File: src/sv/cau_pkg.sv
`timescale 1ns / 1ps
// ----------------------------------------------------------------------------
// cau_pkg
// Shared widths, operation codes, angle table and the iteration item type for the
// complex arithmetic unit.
// ----------------------------------------------------------------------------
package cau_pkg;

  localparam int unsigned DataW       = 32;
  localparam int unsigned ProdW       = 64;
  localparam int unsigned SumW        = ProdW + 1;
  localparam int unsigned QuotW       = 34;
  localparam int unsigned DivFrac     = 17;
  localparam int unsigned SqrtSteps   = ProdW / 2;
  localparam int unsigned CordicSteps = 20;
  localparam int unsigned IterStages  = QuotW;
  localparam int unsigned CordW       = 36;
  localparam int unsigned AngW        = 24;
  localparam int unsigned RndW        = SumW - 16;
  localparam int unsigned ActW        = 3;

  localparam logic [ActW-1:0] ACT_ADD = 3'd0;
  localparam logic [ActW-1:0] ACT_SUB = 3'd1;
  localparam logic [ActW-1:0] ACT_MUL = 3'd2;
  localparam logic [ActW-1:0] ACT_DIV = 3'd3;
  localparam logic [ActW-1:0] ACT_MOD = 3'd4;
  localparam logic [ActW-1:0] ACT_ARG = 3'd5;

  localparam logic signed [AngW-1:0] ANG_HALF_PI = 24'sd1647099;

  typedef struct packed {
    logic [ActW-1:0]          act;
    logic [DataW-1:0]         as_re;
    logic [DataW-1:0]         as_im;
    logic                     as_sat;
    logic                     n_re_neg;
    logic [ProdW-1:0]         n_re_mag;
    logic                     n_im_neg;
    logic [ProdW-1:0]         n_im_mag;
    logic [ProdW-1:0]         d;
    logic                     dz;
    logic [ProdW-1:0]         rem_re;
    logic [ProdW-1:0]         rem_im;
    logic [QuotW-1:0]         q_re;
    logic [QuotW-1:0]         q_im;
    logic                     ovf_re;
    logic                     ovf_im;
    logic [ProdW-1:0]         sq_res;
    logic [ProdW-1:0]         sq_rem;
    logic signed [CordW-1:0]  cx;
    logic signed [CordW-1:0]  cy;
    logic signed [AngW-1:0]   cz;
    logic                     c_zero;
  } iter_t;

  function automatic logic signed [AngW-1:0] atan_lut(input int unsigned idx);
    logic signed [AngW-1:0] v;
    case (idx)
      0:       v = 24'sd823550;
      1:       v = 24'sd486170;
      2:       v = 24'sd256879;
      3:       v = 24'sd130396;
      4:       v = 24'sd65451;
      5:       v = 24'sd32757;
      6:       v = 24'sd16383;
      7:       v = 24'sd8192;
      8:       v = 24'sd4096;
      9:       v = 24'sd2048;
      10:      v = 24'sd1024;
      11:      v = 24'sd512;
      12:      v = 24'sd256;
      13:      v = 24'sd128;
      14:      v = 24'sd64;
      15:      v = 24'sd32;
      16:      v = 24'sd16;
      17:      v = 24'sd8;
      18:      v = 24'sd4;
      19:      v = 24'sd2;
      default: v = '0;
    endcase
    return v;
  endfunction

  // sign/magnitude to Q16.16 with clipping; returns {sat, value}
  function automatic logic [DataW:0] sm_to_q(input logic neg, input logic [RndW-1:0] mag);
    logic [DataW:0]  r;
    logic [RndW-1:0] lim_n;
    logic [RndW-1:0] lim_p;
    lim_n = {{(RndW-DataW){1'b0}}, 1'b1, {(DataW-1){1'b0}}};
    lim_p = {{(RndW-DataW){1'b0}}, 1'b0, {(DataW-1){1'b1}}};
    if (neg) begin
      if (mag > lim_n) begin
        r = {1'b1, lim_n[DataW-1:0]};
      end else begin
        r = {1'b0, DataW'(RndW'(0) - mag)};
      end
    end else begin
      if (mag > lim_p) begin
        r = {1'b1, lim_p[DataW-1:0]};
      end else begin
        r = {1'b0, mag[DataW-1:0]};
      end
    end
    return r;
  endfunction

endpackage

File: src/sv/cau_if.sv


interface cau_rsp_if import cau_pkg::*; ();
  logic                    valid;
  logic                    ready;
  logic signed [DataW-1:0] res_re;
  logic signed [DataW-1:0] res_im;
  logic                    div_by_zero;
  logic                    saturated;

  modport source (output valid, res_re, res_im, div_by_zero, saturated, input ready);
  modport sink   (input valid, res_re, res_im, div_by_zero, saturated, output ready);
endinterface

File: src/sv/cau_post.sv
`timescale 1ns / 1ps
// ----------------------------------------------------------------------------
// cau_post
// Final rounding, clipping and result selection into the output register.
// ----------------------------------------------------------------------------
module cau_post import cau_pkg::*; (
  input  logic  clk_i,
  input  logic  rst_ni,
  input  logic  vld_i,
  output logic  rdy_o,
  input  iter_t data_i,
  cau_rsp_if.source rsp_o
);

  logic [SumW-1:0]  mul_re, mul_im;
  logic [QuotW:0]   dq_re, dq_im;
  logic [RndW-1:0]  dm_re, dm_im;
  logic [QuotW-1:0] sq_m;
  logic             z_neg;
  logic [AngW-1:0]  z_mag;
  logic [AngW:0]    z_rnd;
  logic [DataW:0]   r0, r1;
  logic [DataW-1:0] re_d, im_d;
  logic             dz_d, sat_d;
  logic             v_q;

  always_comb begin
    mul_re = {1'b0, data_i.n_re_mag} + SumW'(32768);
    mul_im = {1'b0, data_i.n_im_mag} + SumW'(32768);
    dq_re  = {1'b0, data_i.q_re} + (QuotW+1)'(1);
    dq_im  = {1'b0, data_i.q_im} + (QuotW+1)'(1);
    dm_re  = data_i.ovf_re ? (RndW'(1) << 40) : RndW'(dq_re[QuotW:1]);
    dm_im  = data_i.ovf_im ? (RndW'(1) << 40) : RndW'(dq_im[QuotW:1]);
    sq_m   = {1'b0, data_i.sq_res[QuotW-2:0]}
             + QuotW'(data_i.sq_rem > data_i.sq_res);
    z_neg  = data_i.cz[AngW-1];
    z_mag  = z_neg ? AngW'(-data_i.cz) : AngW'(data_i.cz);
    z_rnd  = {1'b0, z_mag} + (AngW+1)'(8);

    re_d  = '0;
    im_d  = '0;
    dz_d  = 1'b0;
    sat_d = 1'b0;
    r0    = '0;
    r1    = '0;
    case (data_i.act)
      ACT_ADD, ACT_SUB: begin
        re_d  = data_i.as_re;
        im_d  = data_i.as_im;
        sat_d = data_i.as_sat;
      end
      ACT_MUL: begin
        r0    = sm_to_q(data_i.n_re_neg, mul_re[SumW-1:16]);
        r1    = sm_to_q(data_i.n_im_neg, mul_im[SumW-1:16]);
        re_d  = r0[DataW-1:0];
        im_d  = r1[DataW-1:0];
        sat_d = r0[DataW] | r1[DataW];
      end
      ACT_DIV: begin
        if (data_i.dz) begin
          dz_d = 1'b1;
        end else begin
          r0    = sm_to_q(data_i.n_re_neg, dm_re);
          r1    = sm_to_q(data_i.n_im_neg, dm_im);
          re_d  = r0[DataW-1:0];
          im_d  = r1[DataW-1:0];
          sat_d = r0[DataW] | r1[DataW];
        end
      end
      ACT_MOD: begin
        if (sq_m[QuotW-1:DataW-1] != '0) begin
          re_d  = {1'b0, {(DataW-1){1'b1}}};
          sat_d = 1'b1;
        end else begin
          re_d  = sq_m[DataW-1:0];
        end
      end
      ACT_ARG: begin
        if (!data_i.c_zero) begin
          r0    = sm_to_q(z_neg, RndW'(z_rnd[AngW:4]));
          re_d  = r0[DataW-1:0];
          sat_d = r0[DataW];
        end
      end
      default: begin
      end
    endcase
  end

  assign rdy_o       = !v_q || rsp_o.ready;
  assign rsp_o.valid = v_q;

  always_ff @(posedge clk_i or negedge rst_ni) begin
    if (!rst_ni) begin
      v_q <= 1'b0;
    end else if (rdy_o) begin
      v_q <= vld_i;
    end
  end

  always_ff @(posedge clk_i) begin
    if (rdy_o && vld_i) begin
      rsp_o.res_re      <= re_d;
      rsp_o.res_im      <= im_d;
      rsp_o.div_by_zero <= dz_d;
      rsp_o.saturated   <= sat_d;
    end
  end

endmodule

File: src/flat_wrapper.sv
// flat-port wrapper written by rule: the top's interface ports become plain ports
module cau_post_flat import cau_pkg::*;
  (clk_i, rst_ni, vld_i, rdy_o, data_i, rsp_o_valid, rsp_o_res_re, rsp_o_res_im, rsp_o_div_by_zero, rsp_o_saturated, rsp_o_ready);
  cau_rsp_if rsp_o_i ();
  input  logic clk_i;
  input  logic rst_ni;
  input  logic vld_i;
  output logic rdy_o;
  input  iter_t data_i;
  output wire logic [$bits(rsp_o_i.valid)-1:0] rsp_o_valid;
  output wire logic [$bits(rsp_o_i.res_re)-1:0] rsp_o_res_re;
  output wire logic [$bits(rsp_o_i.res_im)-1:0] rsp_o_res_im;
  output wire logic [$bits(rsp_o_i.div_by_zero)-1:0] rsp_o_div_by_zero;
  output wire logic [$bits(rsp_o_i.saturated)-1:0] rsp_o_saturated;
  input wire logic [$bits(rsp_o_i.ready)-1:0] rsp_o_ready;
  assign rsp_o_valid = rsp_o_i.valid;
  assign rsp_o_res_re = rsp_o_i.res_re;
  assign rsp_o_res_im = rsp_o_i.res_im;
  assign rsp_o_div_by_zero = rsp_o_i.div_by_zero;
  assign rsp_o_saturated = rsp_o_i.saturated;
  assign rsp_o_i.ready = rsp_o_ready;
  cau_post u_core (.clk_i(clk_i), .rst_ni(rst_ni), .vld_i(vld_i), .rdy_o(rdy_o), .data_i(data_i), .rsp_o(rsp_o_i));
endmodule
File: config.mk
export PLATFORM = sky130hd
export DESIGN_NAME = cau_post_flat
export DESIGN_NICKNAME = d
export VERILOG_FILES = /design/src/sv/cau_pkg.sv /design/src/sv/cau_if.sv /design/src/sv/cau_post.sv /design/src/flat_wrapper.sv
export SDC_FILE = /design/constraint.sdc
export NUM_CORES = 1
export LEC_CHECK = 0
export ABC_AREA = 1
export BUFFER_PORTS_ARGS = -buffer_cell sky130_fd_sc_hd__buf_2
export CAP_MARGIN = 30
export CORE_MARGIN = 8
export CORE_UTILIZATION = 23
export DETAILED_ROUTE_END_ITERATION = 6
export PLACE_DENSITY = 0.42
export SYNTH_ARGS = -nofsm -noshare
export SYNTH_HDL_FRONTEND = slang
export SYNTH_SLANG_ARGS = --single-unit
File: constraint.sdc
create_clock -name clk_i -period 4.4 [get_ports clk_i]
set_input_delay 0.44 -clock clk_i [delete_from_list [all_inputs] [get_ports clk_i]]
set_output_delay 0.44 -clock clk_i [all_outputs]
set_load 0.02 [all_outputs]
==> out/summary.txt, run 1 <==
metal2 WL = 54,220 um
Clock Latency Late Sink = 0.37 ns
hpwl dp = 95,390 um
DIE WIDTH = 311.6 um
number of max-cap violations = 0
Final setup viols = 3
worst vdd ir = 0.1909 mV
Crit path arrival time = 4.52 ns
initial antenna violation count = 17
Synth Flop Type = edfxtp_1
violated checks = negative setup slack
Tmin final = 4.433 ns
DR WL met3 = 4761 um
part of the power in registers = 22.8%
Die H = 311.6 um
fmax = 225.6 MHz
All-Layer GR Usage = 21.34%
Metal-1 WL = 48,140 um
leading area contributor after synthesis = nand2_1
vias in the first global route = 25,590
DP Worst Slack = -0.6166 ns
Synth area leaders = nand2_1 (23%), nand3_1 (12%), nor2_1 (11%)
Hold Path Class = in2reg
Max Transition Viols Final = 0
TritonCTS Buffers = 9
Worst setup EP type = register
clock skew = 0.01429 ns
drt pass-1 iters = 5
compound-cell area share of the yosys netlist = 7.904%
period utilization = 100.8%
Area Overhead vs Synth = 26.54%
fraction of layout cells with a size suffix above 1 = 20.67%
Simple-Gate Fraction of Synth Area = 61.04%
largest family of logic cells by synthesized area = simple AND/OR/NAND/NOR gates
outcome = complete, but fails checks
Mapped Cells = 3,829
post-synth cell types = 64
Clock Power Share = 25.0%
WL final = 109,200 um
clk buf depth = 2
CTS tree = yes
uppermost layer routed = met5
Pint = 1.949 mW
pin count of the biggest net entering global routing = 62
RSZ-0062 raised after global routing = true
Synth Area in XOR/XNOR = 4.936%
core area = 86,750 sq um
Iter 0 DRT Violations = 1,826
clock slew at reported path FFs = 0.06 ns
Switch Pwr = 1.616 mW
wire length per cell = 19.68 um
Vias per Instance = 4.739
Post-Syn Area = 20,100 sq um
async set-reset flop share out of synthesis = 1.493%
Nets = 5,155
syn nets = 4,599
H-tree levels = 3
# IOs = 758
Placement Rows = 108
initial core utilization = 23.17%
sw frac = 45.33%
area share of the largest cell type after synthesis = 22.95%
top cells by count, synth = nand2_1 (1,229), nor2_1 (590), nand3_1 (497)
Yosys reg bits = 67
most numerous cell in the Yosys netlist = nand2_1
power per cell area = 140.2 nW/um^2
Mean Syn Cell Area = 5.250 sq um
crit-path max cell delay = 0.44 ns
Min Hold Slack = 0.3220 ns
measured slew at the worst slew-check pin = 0.9613 ns
Setup Crit Path Kind = in2reg
Root Driver = clkbuf_16
Die ar. = 97,120 sq um
yosys synthesis warning count = 0
Logic pwr share = 52.2%
Hold Vio Cnt, Final = 0
Post-DRT Antenna Nets = 0
post-synthesis mux area share = 0%
DRC = 0
gpl congestion = 0.9448
PortBufs = 463
post-synthesis adder-cell area fraction = 4.979%
Data required, critical path = 4.49 ns
total via count in the routed design = 26,300
slew margin rel. = 35.76%
Slowest-stage cell, CP = or3_4
CTS Sinks = 67
worst setup margin = -0.03302 ns
Setup crit start kind = input port
first-pass GRT wire length = 160,900 um
Pleak = 12.53 nW
CP max FO = 5
part of the Yosys area used for sequential elements = 9.983%
gr ovfl total = 0
number of synthesized flops with an enable pin = 66
-- critical path, delay by kind of cell --
family          cells  cell delay [ns]
simple gates       18             2.52
fa+ha+maj           3             0.64
buf+inv             6             0.67
compound gates      2             0.25
-- metrics by stage --
stage	utilization [%]	area, sq um	std cells	power [mW]	TNS, ns
detailed placement	28.34	24580	5517	2.638	-15.23
floorplan	-	20100	3829	1.801	0
global route	29.32	25430	5548	3.820	-7.179
CTS	28.81	25000	5536	3.560	0
finish	29.32	25440	5550	3.565	-0.05933
global placement	28.34	24580	5517	2.644	-12.67
-- flip-flops by register name (all words and copies together) (netlist names) --
signal	flops
u_core.rsp_o.res_re	32
u_core.rsp_o.valid	1
u_core.rsp_o.res_im	32
u_core.rsp_o.div_by_zero	1
u_core.rsp_o.saturated	1
-- power by group through the flow --
stage          combinational, mW  sequential (mW)  clock, mW
4_1_cts                     1.83            0.814      0.919
6_report                    1.86            0.813      0.892
2_1_floorplan              0.950            0.851          0
3_5_place_dp                1.81            0.826          0
5_1_grt                     2.07            0.814      0.938
3_3_place_gp                1.82            0.829          0
-- layer usage --
layer / vias up / track usage [%]
li1: 13510 / -
met1: 12080 / 27.06
met2: 621 / 38.95
met3: 82 / 2.370
met4: 8 / 3.817
met5: - / 0
-- cells in the final DEF (no fill, tap or decap), drive strengths merged, types with 14 or more instances in the layout --
master  count
o21ai      92
edfxtp     66
ha         80
nor3       98
xor2       89
o21bai     18
buf       612
inv       491
nand4     107
nand3     524
o211ai     14
nor2      661
a21oi      99
xnor2      20
nand3b     28
nand2    1289
-- kinds of logic after synthesis --
logic type      Yosys count
compound gates          270
xor+xnor                109
fa+ha+maj                80
buf+inv                 567
flops                    67
simple gates           2736
-- area by class of cell --
| class | instances | area [sq um] |
|---|---|---|
| inverters | 497 | 1891 |
| multi-input cells | 3195 | 16210 |
| well taps | 1155 | 1445 |
| flip-flops and latches | 67 | 2007 |
| clock buffers | 9 | 225.2 |
| diodes | 6 | 15.01 |
| repair buffers | 615 | 3535 |
| fillers | 10340 | 61320 |
| clock inverters | 6 | 115.1 |
-- path summary, 6_finish.rpt --
path	depth (start not counted)	startpoint	slack, ns	to
max reg2reg	2	u_core.rsp_o.valid	2.40	u_core.rsp_o.res_im[16]
min reg2reg	2	u_core.rsp_o.valid	0.58	u_core.rsp_o.valid
min in group asynchronous	2	rst_ni	0.41	u_core.rsp_o.valid
min	3	vld_i	0.32	u_core.rsp_o.valid
max in group asynchronous	2	rst_ni	3.90	u_core.rsp_o.valid
max	29	data_i[189]	-0.03	u_core.rsp_o.res_re[4]
-- what timing repair did --
item,4_1_cts,5_1_grt
gates cloned,0,1
resized for setup,7,82
setup endpoints to repair,31,32
pin swaps,0,35
hold buffers,1,0
buffers inserted,3,8
endpoints found under the hold margin,1,0
Power figures use the tool's default switching activity.
==> run 2: changes to the inputs <==
--- a/config.mk
+++ b/config.mk
@@ -11,7 +11,7 @@
 export CORE_MARGIN = 8
 export CORE_UTILIZATION = 23
 export DETAILED_ROUTE_END_ITERATION = 6
-export PLACE_DENSITY = 0.42
+export PLACE_DENSITY = 0.41
 export SYNTH_ARGS = -nofsm -noshare
 export SYNTH_HDL_FRONTEND = slang
 export SYNTH_SLANG_ARGS = --single-unit
==> constraint.sdc (replaced) <==
create_clock -name clk_i -period 4.6 [get_ports clk_i]
set_input_delay 0.23 -clock clk_i [delete_from_list [all_inputs] [get_ports clk_i]]
set_output_delay 0.23 -clock clk_i [all_outputs]
set_load 0.02 [all_outputs]
==> run 2 against run 1 <==
The flow finishes with violations (design-rule violations). Cell count down 1.2%. Combinational power is 9% lower. Critical endpoint is now u_core.rsp_o.res_re[7]. Die area stayed put. Non-clock buffer count fell by 73. Critical path type unchanged. Largest cell class unchanged. Count of clock-buffer cells in the layout is the same. Core utilization fell by 1.0 points. Via count is 1.0% lower.
==> out/summary.txt, run 2 (synthesis results as in run 1) <==
outcome = complete, but fails checks
violated checks = design-rule violations
Slowest-stage cell, CP = nor4_1
Post-Route Setup TNS = 0 ns
power per cell area = 135.0 nW/um^2
Area Overhead vs Synth = 22.13%
drt pass-1 iters = 7
Placement Rows = 108
cell area after layout = 24,550 sq um
RSZ-0062 raised after global routing = false
vias in the first global route = 25,380
Pint = 1.805 mW
crit-path max cell delay = 0.40 ns
Logic pwr share = 51.0%
clock skew = 0.01133 ns
fraction of layout cells with a size suffix above 1 = 18.19%
Root Driver = clkbuf_16
WL final = 107,600 um
Post-DRT Antenna Nets = 0
registers with the most flip-flops = u_core.rsp_o.res_im: 32 flops, u_core.rsp_o.res_re: 32 flops
Setup crit start kind = input port
PortBufs = 463
most frequent cells in the layout = nand2_1 (1,229), nor2_1 (587), nand3_1 (497), inv_1 (465), buf_2 (463)
Setup Crit Path Kind = in2reg
Final setup viols = 0
TritonCTS Buffers = 9
period utilization = 93.22%
initial antenna violation count = 22
buffers inserted by post-CTS timing repair = 0
Nets = 5,082
part of the power in registers = 23.4%
worst vdd ir = 0.1905 mV
Worst setup EP type = register
Die ar. = 97,120 sq um
CTS Sinks = 67
clk buf depth = 2
Die H = 311.6 um
H-tree levels = 3
Vias per Instance = 4.747
Hold Path Class = in2reg
hpwl dp = 94,370 um
Final Power = 3.314 mW
DRC = 3
pin count of the biggest net entering global routing = 45
Hold Vio Cnt, Final = 0
Iter 0 DRT Violations = 1,798
Switch Pwr = 1.510 mW
sw frac = 45.54%
gr ovfl total = 0
total via count in the routed design = 26,040
fmax = 233.2 MHz
Crit path arrival time = 4.40 ns
wire length per cell = 19.61 um
most common cell after layout, fill and taps aside = nand2_1
Min Hold Slack = 0.1060 ns
DIE WIDTH = 311.6 um
number of max-cap violations = 0
gpl congestion = 0.9311
Pleak = 12.13 nW
core area = 86,750 sq um
CTS tree = yes
Data required, critical path = 4.71 ns
Clock Latency Late Sink = 0.36 ns
CP max FO = 13
Max Transition Viols Final = 0
Clock Power Share = 25.6%
first-pass GRT wire length = 158,600 um
measured slew at the worst slew-check pin = 0.8974 ns
Finished Core Util = 28.30%
clock slew at reported path FFs = 0.07 ns
slew margin rel. = 39.72%
Tmin final = 4.288 ns
initial core utilization = 23.17%
Placed Area = 24,130 sq um
CP most frequent cell = nor2_1
All-Layer GR Usage = 21.09%
# IOs = 758
run 2: cell types whose count changed in the layout (fill, tap and decap cells not counted), moves of 5 or more:
cell     delta
nor2_4      -9
buf_4      -70
diode_2     +9
ha_4        -8
buf_2       +5
buf_6       -5
ha_1        +9
o21ai_0     +5
nor2_2      -7
inv_2       -5
inv_1       +8
nor2_1     +16
run 2: area by class of cell:
class                           instances  area [sq um]
Antenna cell                           15         37.54
Clock buffer                            9         225.2
Clock inverter                          6         115.1
Fill cell                           10330         62200
Inverter                              497          1879
Multi-Input combinational cell       3195         15920
Sequential cell                        67          2007
Tap cell                             1155          1445
Timing Repair Buffer                  542          2925
run 2: timing repair:
action | 4_1_cts | 5_1_grt
gates resized for setup | 0 | 7
setup endpoints to repair | 0 | 31
endpoints found under the hold margin | 1 | 0
hold buffers | 1 | 0
run 2: power by group through the flow:
stage,combinational (mW),clock [mW],sequential (mW)
2_1_floorplan,0.909,0,0.814
3_3_place_gp,1.69,0,0.788
3_5_place_dp,1.69,0,0.785
4_1_cts,1.70,0.867,0.774
5_1_grt,1.88,0.887,0.777
6_report,1.69,0.849,0.775
run 2: worst max-delay path: cells and delay by family:
| kind | cells | cell delay, ns |
|---|---|---|
| AND/OR/NAND/NOR | 16 | 1.55 |
| AO/OA/AOI/OAI | 6 | 1.06 |
| buffers and inverters | 7 | 0.87 |
| adder cells (fa/ha/maj) | 3 | 0.68 |
run 2: worst paths after layout:
check	from	end	slack, ns	cells after the start
setup / recovery	data_i[186]	u_core.rsp_o.res_re[7]	0.31	32
hold / removal	vld_i	u_core.rsp_o.valid	0.11	3
setup reg to reg	u_core.rsp_o.valid	u_core.rsp_o.res_re[4]	2.83	2
hold reg to reg	u_core.rsp_o.valid	u_core.rsp_o.valid	0.59	2
max in group asynchronous	rst_ni	u_core.rsp_o.valid	4.34	2
min in group asynchronous	rst_ni	u_core.rsp_o.valid	0.18	2
run 2: routing by layer:
layer	routed length (um)	up-vias	GRT usage, %
met3	5915	114	3.654
met2	51880	701	37.01
li1	-	13390	-
met5	73	-	0
met1	46490	11820	26.35
met4	3231	14	5.830
run 2: stage by stage:
| stage | instances | setup slack, ns |
|---|---|---|
| after floorplan | 3829 | 0.3691 |
| after global placement | 5455 | -0.1208 |
| after detailed placement | 5455 | -0.1280 |
| after CTS | 5471 | 0.2390 |
| after global routing | 5478 | 0.01307 |
| final | 5486 | 0.3119 |
